### config.mk
export PLATFORM = sky130hd
export DESIGN_NAME = qirv_sum
export DESIGN_NICKNAME = d
export VERILOG_FILES = /design/src/hw/rtl/qirv_pkg.sv /design/src/hw/rtl/qirv_sum.sv
export SDC_FILE = /design/constraint.sdc
export NUM_CORES = 2
export LEC_CHECK = 0
export ABC_AREA = 0
export BUFFER_PORTS_ARGS = -buffer_cell sky130_fd_sc_hd__buf_4
export CORE_AREA = 2 2 432 434
export DETAILED_ROUTE_END_ITERATION = 10
export DIE_AREA = 0 0 434 436
export PLACE_DENSITY_LB_ADDON = 0.2
export SYNTH_ARGS = -nofsm -noshare
export SYNTH_HDL_FRONTEND = slang
export SYNTH_SLANG_ARGS = --single-unit
### constraint.sdc
create_clock -name clk -period 22.1 [get_ports clk]
set_input_delay 4.42 -clock clk [delete_from_list [all_inputs] [get_ports clk]]
set_output_delay 4.42 -clock clk [all_outputs]
set_load 0.1 [all_outputs]
### src/hw/rtl/qirv_pkg.sv
package qirv_pkg;

    localparam int NUM_AXES  = 3;
    localparam int NUM_PAIRS = 10;
    localparam int NUM_TERMS = 6;

    localparam int AXIS_X = 0;
    localparam int AXIS_Y = 1;
    localparam int AXIS_Z = 2;

    // quaternion pair products: w*w, w*q[a], q[a]*q[a], then the three cross pairs
    localparam int PAIR_WW = 0;
    localparam int PAIR_WX = 1;
    localparam int PAIR_XX = 4;
    localparam int PAIR_XY = 7;
    localparam int PAIR_XZ = 8;
    localparam int PAIR_YZ = 9;

    // per-axis product terms; the cross term that is subtracted is paired with the scale term
    localparam int TERM_SCALE     = 0;
    localparam int TERM_CROSS_SUB = 1;
    localparam int TERM_CROSS_ADD = 2;
    localparam int TERM_DOT       = 3;

    function automatic int qq_pair(input int a, input int b);
        if (a == b)
        begin
            return PAIR_XX + a;
        end
        else if (a + b == 1)
        begin
            return PAIR_XY;
        end
        else if (a + b == 2)
        begin
            return PAIR_XZ;
        end
        else
        begin
            return PAIR_YZ;
        end
    endfunction

endpackage

### src/hw/rtl/qirv_sum.sv
module qirv_sum
    import qirv_pkg::*;
#(
    parameter int DATA_WIDTH = 16
)
(
    input  logic                                                   clk,
    input  logic                                                   rst_n,
    input  logic                                                   up_valid,
    output logic                                                   up_ready,
    input  logic [NUM_AXES-1:0][NUM_TERMS-1:0][3*DATA_WIDTH-1:0] terms,
    input  logic [NUM_AXES-1:0][DATA_WIDTH-1:0]                   vec,
    output logic                                                   valid,
    input  logic                                                   ready,
    output logic [NUM_AXES-1:0][3*DATA_WIDTH+2:0]                 total,
    output logic [NUM_AXES-1:0][DATA_WIDTH-1:0]                   vec_out
);

    localparam int PROD_W = 3 * DATA_WIDTH;
    localparam int PART_W = PROD_W + 1;
    localparam int SUM_W  = PROD_W + 3;

    logic [NUM_AXES-1:0][DATA_WIDTH-1:0] vec_a_reg;
    logic [NUM_AXES-1:0][DATA_WIDTH-1:0] vec_b_reg;
    logic                                 valid_a_reg;
    logic                                 valid_b_reg;
    logic                                 ready_a;
    logic                                 ready_b;
    logic                                 load_a;
    logic                                 load_b;

    assign ready_b  = !valid_b_reg || ready;
    assign ready_a  = !valid_a_reg || ready_b;
    assign load_a   = up_valid && ready_a;
    assign load_b   = valid_a_reg && ready_b;
    assign up_ready = ready_a;

    for (genvar a = 0; a < NUM_AXES; a++)
    begin : g_axis
        logic [NUM_TERMS-1:0][PROD_W-1:0] t;
        logic [2:0][PART_W-1:0]           part_next;
        logic [2:0][PART_W-1:0]           part_reg;
        logic [SUM_W-1:0]                 total_next;
        logic [SUM_W-1:0]                 total_reg;

        assign t = terms[a];

        always_comb
        begin
            part_next[0] = $signed({t[TERM_SCALE][PROD_W-1], t[TERM_SCALE]})
                         - $signed({t[TERM_CROSS_SUB][PROD_W-1], t[TERM_CROSS_SUB]});
            part_next[1] = $signed({t[TERM_CROSS_ADD][PROD_W-1], t[TERM_CROSS_ADD]})
                         + $signed({t[TERM_DOT][PROD_W-1], t[TERM_DOT]});
            part_next[2] = $signed({t[TERM_DOT + 1][PROD_W-1], t[TERM_DOT + 1]})
                         + $signed({t[TERM_DOT + 2][PROD_W-1], t[TERM_DOT + 2]});
        end

        assign total_next = $signed({{2{part_reg[0][PART_W-1]}}, part_reg[0]})
                          + $signed({{2{part_reg[1][PART_W-1]}}, part_reg[1]})
                          + $signed({{2{part_reg[2][PART_W-1]}}, part_reg[2]});

        always_ff @(posedge clk)
        begin
            if (load_a)
            begin
                part_reg <= part_next;
            end
            if (load_b)
            begin
                total_reg <= total_next;
            end
        end

        assign total[a] = total_reg;
    end

    always_ff @(posedge clk or negedge rst_n)
    begin
        if (!rst_n)
        begin
            valid_a_reg <= 1'b0;
            valid_b_reg <= 1'b0;
        end
        else
        begin
            if (ready_a)
            begin
                valid_a_reg <= up_valid;
            end
            if (ready_b)
            begin
                valid_b_reg <= valid_a_reg;
            end
        end
    end

    always_ff @(posedge clk)
    begin
        if (load_a)
        begin
            vec_a_reg <= vec;
        end
        if (load_b)
        begin
            vec_b_reg <= vec_a_reg;
        end
    end

    assign valid   = valid_b_reg;
    assign vec_out = vec_b_reg;

endmodule

* After elaboration in Yosys (flattened, before gate mapping)
Cells that the tools add are included.
Word-level totals: latch bits 0, word-level logic and storage cells 41, bits of input ports 916, memory bits (writable) 0, bits in read-only memories 0, memories kept 0, register bits 692, output and inout port bits 203
Operators by class: div/mod/pow operators 0, bitwise logic cells 0, mux-type cells 0, multiply operators 0, add/subtract/negate cells 15, equality and inequality tests 0, magnitude comparators 0, shift-type cells 0, reductions and logical operators 6
Operator list (number):
- adder 48 x 48 -> 49 bit | 6
- adder 50 x 49 -> 51 bit | 3
- adder 49 x 49 -> 50 bit | 3
- subtractor 48 x 48 -> 49 bit | 3
- logical AND 1 bit | 2
- logical NOT 1 bit | 2
- logical OR 1 bit | 2

* Longest topological paths before layout
depth after elaboration 4, gate-level depth with buffers 16, depth with buffers taken out 16

* Worst setup path after synthesis
No wires, ideal clock.
kind input port to flip-flop, from input ready, to register g_axis[0].part_reg[0] in the netlist's numbering, enable pin, arrival time 16299 ps, setup time 912 ps, stages on the path 2, data required time 21188 ps, buffers on the path 0, slack 4889 ps, cell sequence nand3b_1 and2_1
On the way: word-level cells in the longest chain between the ends 3
RTL lines:
- start: declaration | RTL line qirv_sum.sv:14 | input logic ready,
- logical OR 1 bit | RTL line qirv_sum.sv:32 | assign ready_b = !valid_b_reg || ready;
- logical OR 1 bit | RTL line qirv_sum.sv:33 | assign ready_a = !valid_a_reg || ready_b;
- logical AND 1 bit | RTL line qirv_sum.sv:34 | assign load_a = up_valid && ready_a;
- named net load_a | RTL line qirv_sum.sv:29 | logic load_a;
- end signal: assignment | RTL line qirv_sum.sv:66 | part_reg <= part_next;
- end: declaration | RTL line qirv_sum.sv:42 | logic [2:0][PART_W-1:0] part_reg;
The timed path passes the listed nets, and every way through them passes these cells. A chain may end at the register's enable or synchronous reset.

* Worst setup path in the final report
from input ready, to output up_ready
On the way: word-level cells in the longest chain between the ends 2
RTL lines:
- logical OR 1 bit | RTL line qirv_sum.sv:32
- logical OR 1 bit | RTL line qirv_sum.sv:33
- end: declaration | RTL line qirv_sum.sv:10 | output logic up_ready,
Every way passes these cells.

==> results.md <==
* FFs w/ async S/R, synth at 0.2890%
* Post-route cell area at between 60,000 and 70,000 sq um
* CTS resizes at 0
* Slowest CP cell: buf_4
* YS warnings at 0
* Die area at 189,200 sq um
* Drt pass-1 iters at 8
* TritonCTS sink count at a little under 700
* WP data arrival at between 4 and 5 ns
* Remaining global-route overflow at 0
* IO Count at roughly 1,100
* Clk slew on worst S/H paths at roughly 0.06 ns
* Share of layout cells above drive strength 1 at between 20% and 30%
* EDFF count, synth at 690
* Largest net degree at the start of global routing at ~160
* RePlAce Congestion at around 0.96
* Synthesized area at roughly 55,000 sq um
* Hold crit path type: reg2reg
* Pins Over Slew Limit at 0
* DP Wirelength at 192,000 um
* Register area at between 20,000 and 25,000 sq um
* Clk_skew at around 0.024 ns
* Post-Syn Instances at 5,380
* Status: finished, final reports clean
* Layout Nets at between 8,000 and 9,000
* # Post-CTS Setup Buffers at 0
* CP Capture Type: primary output
* First-pass GRT wire length at about 320,000 um
* Worst-path fanout max at 3
* CTS Root Cell: clkbuf_16
* DR WL/cell at between 20 and 25 um
* Layout area overhead at 25.46%
* GRT Resource Usage Total at a little under a quarter
* DRT Wirelength at ~220,000 um
* Endpoints failing setup at 0
* CTS buffer count at 90
* Max IR drop VDD at 128.3 uV
* Worst EP required at between 15 and 20 ns
* Number of global-route vias before repair at between 40,000 and 50,000
* Slew @ Worst Pin at 0.9550 ns
* Post-Syn Nets at 7,034
* Final Total Pwr at 7.522 mW
* Max reg flops at between 400 and 500
* Post-synthesis sequential area ratio at a little under two fifths
* DR DRC count at 0
* Unrepaired setup endpoints after global routing: false
* CP Launch Type: primary input
* Hold_buf cts at 0
* DRT antenna net count at 0
* Pleak at about 30 nW
* Total negative setup slack at 0 ns
* PwrDens at between 100 and 150 nW/um^2
* Initial antenna violation count at 64
* Die height at between 400 and 500 um
* Drt via density at a little over 5
* CP peak stage delay at 0.26 ns
* Placed inst area at 66,000 sq um
* Initial core utilization at between 20% and 30%
* CP most frequent cell: buf_4
* Area occupied by multi-input gates at roughly 32,000 sq um
* Prevailing post-synth register cell: edfxtp_1
* Die width at ~430 um
* Fmax at 106.2 MHz
* Clock network latency to the later pin of the worst-skew pair at about 0.72 ns
* Tmin final at approximately 9.4 ns
* Crit share post-route at between 40 and 50%
* CORE AREA at about 180,000 sq um
* Initial DRC count at between 2,000 and 3,000
* Maxcap violations at 0
* CP top delay family: buffers and inverters
* Hold Vio Cnt, Final at 0
* WP buf/inv at 2
* Via count at 46,350
* Port bufs at between 1,000 and 1,500
* CTS max path bufs at 3
* Synth Register Bits at ~690
* Critical path type: in2out
* Cell Rows at approximately 160
* FILL cells at roughly 19,000
* Worst-path cell chain: buf_4, nand3b_1, buf_4
* Rel. slew slack at ~36%
* CTS tree: done
* H-tree Lvls at 3
* Synth cell types at 106
* Syn_area_per_cell at slightly above 10 sq um
Yosys cell counts, drive strengths merged, types with 10 or more instances:
library cell / count / area [sq um]
a2111oi: 10 / 125.1
a211o: 10 / 87.58
a211oi: 49 / 402.9
a21boi: 19 / 142.6
a21o: 397 / 2980
a21oi: 562 / 2846
a221o: 11 / 110.1
a221oi: 16 / 152.7
a311oi: 15 / 143.9
a31o: 10 / 87.59
a31oi: 65 / 427.9
a41oi: 15 / 138.9
and2: 25 / 158.9
and3: 47 / 304.0
and4: 15 / 131.4
buf: 11 / 75.07
clkbuf: 150 / 564.3
edfxtp: 690 / 20720
fa: 159 / 3183
ha: 579 / 7244
inv: 311 / 1167
nand2: 323 / 1215
nand2b: 49 / 306.5
nand3: 107 / 535.5
nand4: 128 / 800.8
nor2: 275 / 1035
nor2b: 70 / 440.4
nor3: 59 / 295.3
nor4: 17 / 127.6
o211ai: 24 / 185.2
o21a: 57 / 435.4
o21ai: 297 / 1513
o21bai: 96 / 720.7
o31a: 20 / 175.2
o31ai: 24 / 214.0
o41ai: 11 / 118.9
or2: 13 / 81.33
or3: 21 / 131.4
xnor2: 343 / 3004
xor2: 178 / 1559
per-layer routing:
| layer | vias up | wire [um] | track usage [%] |
|---|---|---|---|
| li1 | 22200 | - | - |
| met1 | 22370 | 87560 | 26.31 |
| met2 | 1459 | 117300 | 42.32 |
| met3 | 323 | 10550 | 3.087 |
| met4 | 0 | 8645 | 9.593 |
| met5 | - | 0 | 0 |
final cells by class:
class                      count  share of cell area [%]
clock inverter                68                   1.033
sequential                   692                   30.07
antenna                       29                  0.1051
multi-input combinational   4216                   47.04
inverter                     311                   1.690
tap                         2480                   4.493
timing repair buffer        1126                   12.28
clock buffer                  96                   3.294
cells in the final DEF, fill, tap and decap left out, types with 107 or more instances in the layout:
master / count
nand3_1: 107
buf_4: 1124
inv_1: 311
edfxtp_1: 690
o21ai_0: 254
ha_1: 579
fa_1: 159
nor2_1: 274
nand2_1: 322
xor2_1: 178
nand4_1: 128
xnor2_1: 343
a21oi_1: 555
a21o_1: 397
where the power goes:
part           internal, mW  switching, mW  leakage (nW)  total (mW)
combinational          1.25           2.73          22.0        3.98
clock                 0.878          0.640          1.43        1.52
sequential             1.88          0.147          6.65        2.03
total                  4.00           3.52          30.1        7.52
worst paths after layout:
path	cells past startpoint	slack, ns	endpoint	start
max in group asynchronous	1	18.55	valid_a_reg$_DFFE_PN0N_	rst_n
worst min-delay path	0	0.41	vec_out[7]$_DFFE_PP_	vec_a_reg[7]$_DFFE_PP_
worst max register to register	14	17.23	g_axis[1].total_reg[49]$_DFFE_PP_	g_axis[1].part_reg[1]$_DFFE_PP_
worst min register to register	0	0.41	vec_out[7]$_DFFE_PP_	vec_a_reg[7]$_DFFE_PP_
worst max-delay path	3	12.69	up_ready	ready
min in group asynchronous	1	3.47	valid$_DFFE_PN0P_	rst_n
logic make-up (layout without fill, tap and decap cells):
| logic type | count (synthesis) | in the layout | share of synthesized area [%] |
|---|---|---|---|
| AO/OA/AOI/OAI | 1774 | 1774 | 21.14 |
| AND/OR/NAND/NOR | 1178 | 1178 | 10.53 |
| adder cells (fa/ha/maj) | 738 | 738 | 18.94 |
| flip-flops | 692 | 692 | 37.73 |
| XOR/XNOR | 521 | 521 | 8.289 |
| buffers and inverters | 472 | 1601 | 3.282 |
| multiplexers | 5 | 5 | 0.09546 |
| other | 0 | 29 | 0 |
per-stage QoR:
| stage | instances | hold WS [ns] | worst slack (ns) | util [%] |
|---|---|---|---|---|
| after floorplan | 5380 | 0.4003 | 4.889 | - |
| after global placement | 8825 | 0.4002 | 12.68 | 35.75 |
| after detailed placement | 8825 | 0.4045 | 12.68 | 35.75 |
| after CTS | 8989 | 0.4183 | 12.68 | 37.36 |
| after global routing | 9018 | 0.4234 | 12.67 | 37.40 |
| final | 9018 | 0.4142 | 12.69 | 37.40 |
Note: power is estimated with default switching activity, not from simulation.
