File: config.mk
export PLATFORM = sky130hd
export DESIGN_NAME = qirv_round_sat_flat
export DESIGN_NICKNAME = d
export VERILOG_FILES = /design/src/hw/rtl/qirv_pkg.sv /design/src/hw/rtl/qirv_if.sv /design/src/hw/rtl/qirv_round_sat.sv /design/src/flat_wrapper.sv
export SDC_FILE = /design/constraint.sdc
export NUM_CORES = 1
export LEC_CHECK = 0
export ABC_CLOCK_PERIOD_IN_PS = 3100
export BUFFER_PORTS_ARGS = -buffer_cell sky130_fd_sc_hd__buf_4
export CORE_MARGIN = 3
export CORE_UTILIZATION = 52
export CTS_CLUSTER_DIAMETER = 100
export CTS_CLUSTER_SIZE = 14
export DETAILED_ROUTE_END_ITERATION = 6
export PLACE_DENSITY = 0.8
export SLEW_MARGIN = 15
export SYNTH_ARGS = -nofsm -noshare
export SYNTH_HDL_FRONTEND = slang
export SYNTH_SLANG_ARGS = --single-unit
File: constraint.sdc
create_clock -name clk -period 3.1 [get_ports clk]
set_clock_uncertainty 0.2 [all_clocks]
set_input_delay 0.465 -clock clk [delete_from_list [all_inputs] [get_ports clk]]
set_output_delay 0.465 -clock clk [all_outputs]
set_load 0.005 [all_outputs]
File: src/hw/rtl/qirv_pkg.sv
package qirv_pkg;

    localparam int NUM_AXES  = 3;
    localparam int NUM_PAIRS = 10;
    localparam int NUM_TERMS = 6;

    localparam int AXIS_X = 0;
    localparam int AXIS_Y = 1;
    localparam int AXIS_Z = 2;

    // quaternion pair products: w*w, w*q[a], q[a]*q[a], then the three cross pairs
    localparam int PAIR_WW = 0;
    localparam int PAIR_WX = 1;
    localparam int PAIR_XX = 4;
    localparam int PAIR_XY = 7;
    localparam int PAIR_XZ = 8;
    localparam int PAIR_YZ = 9;

    // per-axis product terms; the cross term that is subtracted is paired with the scale term
    localparam int TERM_SCALE     = 0;
    localparam int TERM_CROSS_SUB = 1;
    localparam int TERM_CROSS_ADD = 2;
    localparam int TERM_DOT       = 3;

    function automatic int qq_pair(input int a, input int b);
        if (a == b)
        begin
            return PAIR_XX + a;
        end
        else if (a + b == 1)
        begin
            return PAIR_XY;
        end
        else if (a + b == 2)
        begin
            return PAIR_XZ;
        end
        else
        begin
            return PAIR_YZ;
        end
    endfunction

endpackage

File: src/hw/rtl/qirv_if.sv


interface qirv_result_if #(
    parameter int DATA_WIDTH = 16
);
    logic                         valid;
    logic                         ready;
    logic signed [DATA_WIDTH-1:0] out_x;
    logic signed [DATA_WIDTH-1:0] out_y;
    logic signed [DATA_WIDTH-1:0] out_z;
    logic                         saturated;

    modport source (
        output valid, out_x, out_y, out_z, saturated,
        input  ready
    );

    modport sink (
        input  valid, out_x, out_y, out_z, saturated,
        output ready
    );
endinterface

File: src/hw/rtl/qirv_round_sat.sv
module qirv_round_sat
    import qirv_pkg::*;
#(
    parameter int DATA_WIDTH     = 16,
    parameter int QUAT_FRAC_BITS = 14
)
(
    input  logic                                   clk,
    input  logic                                   rst_n,
    input  logic                                   up_valid,
    output logic                                   up_ready,
    input  logic [NUM_AXES-1:0][3*DATA_WIDTH+2:0] total,
    input  logic [NUM_AXES-1:0][DATA_WIDTH-1:0]   vec,
    qirv_result_if.source                          result
);

    localparam int SUM_W = 3 * DATA_WIDTH + 3;
    localparam int FRAC2 = 2 * QUAT_FRAC_BITS;
    localparam int ACC_W = ((SUM_W + 1 > DATA_WIDTH + FRAC2) ? SUM_W + 1
                                                              : DATA_WIDTH + FRAC2) + 2;
    localparam logic [ACC_W-1:0]      HALF    = ACC_W'(1) << (FRAC2 - 1);
    localparam logic [DATA_WIDTH-1:0] OUT_MAX = {1'b0, {(DATA_WIDTH-1){1'b1}}};
    localparam logic [DATA_WIDTH-1:0] OUT_MIN = {1'b1, {(DATA_WIDTH-1){1'b0}}};

    logic [NUM_AXES-1:0][DATA_WIDTH-1:0] out_next;
    logic [NUM_AXES-1:0][DATA_WIDTH-1:0] out_reg;
    logic [NUM_AXES-1:0]                  clip_next;
    logic                                 saturated_reg;
    logic                                 valid_reg;
    logic                                 load;

    assign up_ready = !valid_reg || result.ready;
    assign load     = up_valid && up_ready;

    for (genvar a = 0; a < NUM_AXES; a++)
    begin : g_axis
        logic [ACC_W-1:0]              total_ext;
        logic [ACC_W-1:0]              vec_scaled;
        logic [ACC_W-1:0]              acc;
        logic [ACC_W-1:0]              shifted;
        logic [ACC_W-DATA_WIDTH:0]     upper;
        logic                          fits;

        assign total_ext  = {{(ACC_W - SUM_W){total[a][SUM_W-1]}}, total[a]};
        assign vec_scaled = {{(ACC_W - DATA_WIDTH){vec[a][DATA_WIDTH-1]}}, vec[a]} << FRAC2;
        assign acc        = (total_ext << 1) - vec_scaled + HALF;
        assign shifted    = $signed(acc) >>> FRAC2;
        assign upper      = shifted[ACC_W-1:DATA_WIDTH-1];
        assign fits       = (&upper) || !(|upper);

        always_comb
        begin
            if (fits)
            begin
                out_next[a] = shifted[DATA_WIDTH-1:0];
            end
            else if (acc[ACC_W-1])
            begin
                out_next[a] = OUT_MIN;
            end
            else
            begin
                out_next[a] = OUT_MAX;
            end
            clip_next[a] = !fits;
        end
    end

    always_ff @(posedge clk or negedge rst_n)
    begin
        if (!rst_n)
        begin
            valid_reg <= 1'b0;
        end
        else if (up_ready)
        begin
            valid_reg <= up_valid;
        end
    end

    always_ff @(posedge clk)
    begin
        if (load)
        begin
            out_reg       <= out_next;
            saturated_reg <= |clip_next;
        end
    end

    assign result.valid     = valid_reg;
    assign result.out_x     = out_reg[AXIS_X];
    assign result.out_y     = out_reg[AXIS_Y];
    assign result.out_z     = out_reg[AXIS_Z];
    assign result.saturated = saturated_reg;

endmodule

File: src/flat_wrapper.sv
// flat-port wrapper written by rule: the top's interface ports become plain ports
module qirv_round_sat_flat import qirv_pkg::*;
#(
    parameter int DATA_WIDTH     = 16,
    parameter int QUAT_FRAC_BITS = 14
)
  (clk, rst_n, up_valid, up_ready, total, vec, result_valid, result_out_x, result_out_y, result_out_z, result_saturated, result_ready);
  qirv_result_if #(.DATA_WIDTH(DATA_WIDTH)) result_i ();
  input  logic clk;
  input  logic rst_n;
  input  logic up_valid;
  output logic up_ready;
  input  logic [NUM_AXES-1:0][3*DATA_WIDTH+2:0] total;
  input  logic [NUM_AXES-1:0][DATA_WIDTH-1:0] vec;
  output wire logic [$bits(result_i.valid)-1:0] result_valid;
  output wire logic [$bits(result_i.out_x)-1:0] result_out_x;
  output wire logic [$bits(result_i.out_y)-1:0] result_out_y;
  output wire logic [$bits(result_i.out_z)-1:0] result_out_z;
  output wire logic [$bits(result_i.saturated)-1:0] result_saturated;
  input wire logic [$bits(result_i.ready)-1:0] result_ready;
  assign result_valid = result_i.valid;
  assign result_out_x = result_i.out_x;
  assign result_out_y = result_i.out_y;
  assign result_out_z = result_i.out_z;
  assign result_saturated = result_i.saturated;
  assign result_i.ready = result_ready;
  qirv_round_sat #(.DATA_WIDTH(DATA_WIDTH), .QUAT_FRAC_BITS(QUAT_FRAC_BITS)) u_core (.clk(clk), .rst_n(rst_n), .up_valid(up_valid), .up_ready(up_ready), .total(total), .vec(vec), .result(result_i));
endmodule
==> results of run 1 <==
[what timing repair did]
item,in CTS
cloned,5
pin swaps,79
endpoints found under the setup margin,49
setup buffers,37
gates resized for setup,120
hold buffers,1
endpoints found under the hold margin,1
[per-stage QoR]
stage / setup TNS [ps] / utilization, % / cell area, um2 / hold slack, ps / setup slack [ps]
4_1_cts: -47300 / 89.0 / 14300 / 181 / -1090
3_5_place_dp: -70180 / 82.4 / 13300 / 46.2 / -1590
3_3_place_gp: -64870 / 82.4 / 13300 / 46.3 / -1480
2_1_floorplan: -53600 / - / 9080 / -30.6 / -1210
[logic make-up after synthesis]
| family | count (synthesis) | synth area share [%] |
|---|---|---|
| muxes | 23 | 2.67 |
| buffers and inverters | 113 | 5.60 |
| and+or+nand+nor | 418 | 26.0 |
| xor gates and xnor gates | 85 | 8.76 |
| AOI/OAI and AO/OA | 347 | 28.2 |
| DFF | 50 | 17.3 |
| adders and majority gates | 78 | 11.5 |
[layer usage]
metal | global-route usage (%) | overflow
met1 | 61.8 | 0
met2 | 84.6 | 10
met5 | 13.6 | 0
met4 | 61.3 | 8
met3 | 53.1 | 0
[cell usage after synthesis (all sizes together) (17+ instances only)]
cell type and instances:
nor2 81, nand2 98, o21ai 71, xnor2 50, xor2 35, nor3 27
and3 17, nand4 28, inv 70, mux2i 22, edfxtp 49, buf 22
a21o 28, a21oi 94, ha 75, clkbuf 21, nand3 44
==> impl_metrics.ini, run 1 <==
[outcome]
lastStage = 5_1_grt
status = did not finish
error = [ERROR GRT-0232] Routing congestion too high. Check the congestion heatmap in the GUI.

[cts]
clock_path_buffers = 2
htree_levels = 2
root_buffer = clkbuf_16
clkSinkCount = 50
cts_buffers = 5

[synthesis]
yosys_warnings = 0
synth-async-reset-ratio_pct = 2.00
syn-instance-count = 1114
synthDistinctLibCells = 104
seq_area_frac_synth_pct = 17.3
syn_nets = 1397
synth.top_cell.area_share_pct = 17.0
synth_area_leader_cell = edfxtp_1
netlist_area_um2 = 8670
synth-edff-count = 49
synth-seq-cells = 50
synthFlopType = edfxtp_1
syn_area_per_cell_um2 = 7.78
synth.area.top_cells = edfxtp_1 (17%), ha_1 (11%), xnor2_1 (5.0%), a21oi_1 (4.7%), nand2_1 (4.2%)

[timing]
worst-ep-kind = register input
crit_endpoint = u_core.result.out_z[8]$_DFFE_PP_/D

[floorplanning]
die_w_um = 135
io_pins = 256
fp.dieH_um = 135
start_util_pct = 53.8
rows = 46

[placement]
post-place-cells = 1841
io_buffers = 177
dp_hpwl_mm = 24.0
place.gp.congestion = 0.984

[global_route]
grt_overflow_total = 18
grt_max_degree = 50
grt_use_total_pct = 65.0
==> inputs of run 2 (changes only) <==
--- a/config.mk
+++ b/config.mk
@@ -8,11 +8,9 @@
 export ABC_CLOCK_PERIOD_IN_PS = 3100
 export BUFFER_PORTS_ARGS = -buffer_cell sky130_fd_sc_hd__buf_4
 export CORE_MARGIN = 3
-export CORE_UTILIZATION = 52
-export CTS_CLUSTER_DIAMETER = 100
-export CTS_CLUSTER_SIZE = 14
+export CORE_UTILIZATION = 37
 export DETAILED_ROUTE_END_ITERATION = 6
-export PLACE_DENSITY = 0.8
+export PLACE_DENSITY_LB_ADDON = 0.15
 export SLEW_MARGIN = 15
 export SYNTH_ARGS = -nofsm -noshare
 export SYNTH_HDL_FRONTEND = slang
==> run 2 against run 1 <==
Effect of this change:
- the flow now finishes, with violations (negative setup slack)
- area after synthesis did not move
- synthesized cell count did not move
==> impl_metrics.ini, run 2 <==
[synthesis]
synth-seq-cells = 50
netlist_area_um2 = 8670
synth.top_cell.area_share_pct = 17.0
synth.area.top_cells = edfxtp_1 (17%), ha_1 (11%), xnor2_1 (5.0%), a21oi_1 (4.7%), nand2_1 (4.2%)
synth_area_leader_cell = edfxtp_1
seq_area_frac_synth_pct = 17.3
synth-async-reset-ratio_pct = 2.00
netlist_top_cells_count = nand2_1 (97), a21oi_1 (82), nor2_1 (80), ha_1 (75), inv_1 (70)
syn_nets = 1397
synth_most_common_cell = nand2_1
syn_area_per_cell_um2 = 7.78
synth-edff-count = 49
syn-instance-count = 1114
synthFlopType = edfxtp_1
synthDistinctLibCells = 104
yosys_warnings = 0

[setup_path]
end_kind = register
cp-start-kind = primary input
critPathMaxFanout = 8
required_ps = 2950
crit_type = in2reg
arrival_ps = 4050

[cts]
htree_levels = 2
cts.clk_slew.worst_paths_ps = 80
worst_skew_pair.late_latency_ps = 290
cts_tree = yes
clock_path_buffers = 2
clkSinkCount = 50
root_buffer = clkbuf_16
cts_buffers = 5

[floorplanning]
dieArea_um2 = 25300
start_util_pct = 37.9
rows = 55
fp.dieH_um = 159
io_pins = 256
core_area_um2 = 22800
die_w_um = 159

[global_route]
grt_pass1_wl_mm = 47.8
antenna_found_initial = 1
grt_pass1_vias = 10200
grt_overflow_total = 0
grt_use_total_pct = 21.7
grt_max_degree = 50

[timing]
worst_slew_pin_slew_ps = 652
fmax_mhz = 238
rsz0062_at_grt = true
fin_ws_ps = -1100
period_minus_slack_ps = 4200
setup-violations-final = 49
hold_viol = 0
max_slew_margin_pct = 56.5
finalCritPeriodShare_pct = 135
drv_slew = 0
holdWs_ps = 196

[placement]
dp_hpwl_mm = 23.3
post-place-cells = 1935
io_buffers = 177
dp_slack_ps = -1640
place.gp.congestion = 0.906

[final_layout]
final_common_cell = buf_4
syn2layout_area_growth_pct = 71.8
seqCellArea_um2 = 1500
layout.cells.non_filler = 1992
nets = 1960
final_util_pct = 65.2
multi_input_area_um2 = 7900
fill_cells = 2033
drive_gt1_share_pct = 49.8
mostFrequentLayoutCells = buf_4 (573), nand2_1 (91), nor2_1 (70)

[power_and_ir_drop]
max-vdd-ir-drop_v = 0.000253
power_density_nw_per_um2 = 309
p_leak_nw = 6.69
power.total_mw = 4.61

[route]
first_pass_iters = 5
wire_per_inst_um = 14.8
drtIter0Drc = 457
vias = 10500
vias_per_cell = 5.25
ant_nets = 0
totalWireLength_mm = 29.6
route.detailed.drc = 0

[outcome]
failed_checks = negative setup slack
status = finished with violations

[flow_run]
maxCapViolations = 0

[hold_path]
hp-class = in2reg
run 2: logic make-up (layout without fill, tap and decap cells):
| logic type | Yosys count | count (layout) | synth area share (%) |
|---|---|---|---|
| XOR/XNOR | 85 | 85 | 8.76 |
| AO/OA/AOI/OAI | 347 | 347 | 28.2 |
| buffers and inverters | 113 | 675 | 5.60 |
| adder cells (fa/ha/maj) | 78 | 78 | 11.5 |
| multiplexers | 23 | 23 | 2.67 |
| flip-flops | 50 | 50 | 17.3 |
| other | 0 | 1 | 0 |
| AND/OR/NAND/NOR | 418 | 420 | 26.0 |
run 2: path summary, 6_finish.rpt:
path / start / to / slack [ps] / cells past startpoint
hold reg to reg: u_core.result.valid / u_core.result.valid / 360 / 2
setup reg to reg: u_core.result.valid / u_core.result.out_x[14] / 1350 / 3
setup / recovery: vec[31] / u_core.result.saturated / -1100 / 16
hold / removal: up_valid / u_core.result.valid / 200 / 2
max in group asynchronous: rst_n / u_core.result.valid / 2330 / 2
min in group asynchronous: rst_n / u_core.result.valid / 290 / 2
run 2: critical path: stages:
cell and delay [ps]:
buf_6 80, clkinvlp_4 210, ha_4 380, a21oi_4 60, o21ai_4 200, nor2_1 50
and3_1 170, a311o_1 330, or4_4 550, or4_4 580, nor2_4 100, mux2i_1 180
nand4_1 100, o41a_1 170, buf_12 170, a211o_1 250
run 2: where the power goes:
group | internal, mW | switching, mW | total, mW | leakage [nW]
combinational | 1.66 | 1.51 | 3.17 | 6.17
sequential | 0.823 | 0.0260 | 0.849 | 0.451
clock | 0.310 | 0.277 | 0.587 | 0.0763
total | 2.80 | 1.81 | 4.61 | 6.69
run 2: per-layer routing:
layer / up-vias / wire (um) / track usage [%]
met3: 33 / 1290 / 2.65
met1: 4838 / 13800 / 29.8
met5: - / 0 / 0
met2: 232 / 13900 / 36.7
li1: 5348 / - / -
met4: 0 / 485 / 4.46
run 2: cell type report:
cell class | count | share of cell area (%)
inverters | 70 | 1.92
diodes | 1 | 0.0168
clock buffers | 5 | 0.840
flip-flops and latches | 50 | 10.0
multi-input cells | 953 | 53.1
well taps | 313 | 2.63
clock inverters | 3 | 0.193
repair buffers | 597 | 31.3
run 2: timing repair:
| item | in CTS | in global routing |
|---|---|---|
| gates resized for setup | 105 | 90 |
| buffers inserted | 29 | 15 |
| endpoints found under the hold margin | 1 | 0 |
| cloned | 4 | 1 |
| hold buffers | 1 | 0 |
| endpoints found under the setup margin | 49 | 49 |
| pin swaps | 54 | 54 |
run 2: per-stage QoR:
stage / setup TNS (ps) / area [um2]
6_report: -47630 / 14900
5_1_grt: -54570 / 14900
4_1_cts: -47040 / 14400
3_5_place_dp: -70440 / 13400
3_3_place_gp: -67390 / 13400
2_1_floorplan: -53600 / 9080
Note: power is estimated with default switching activity, not from simulation.
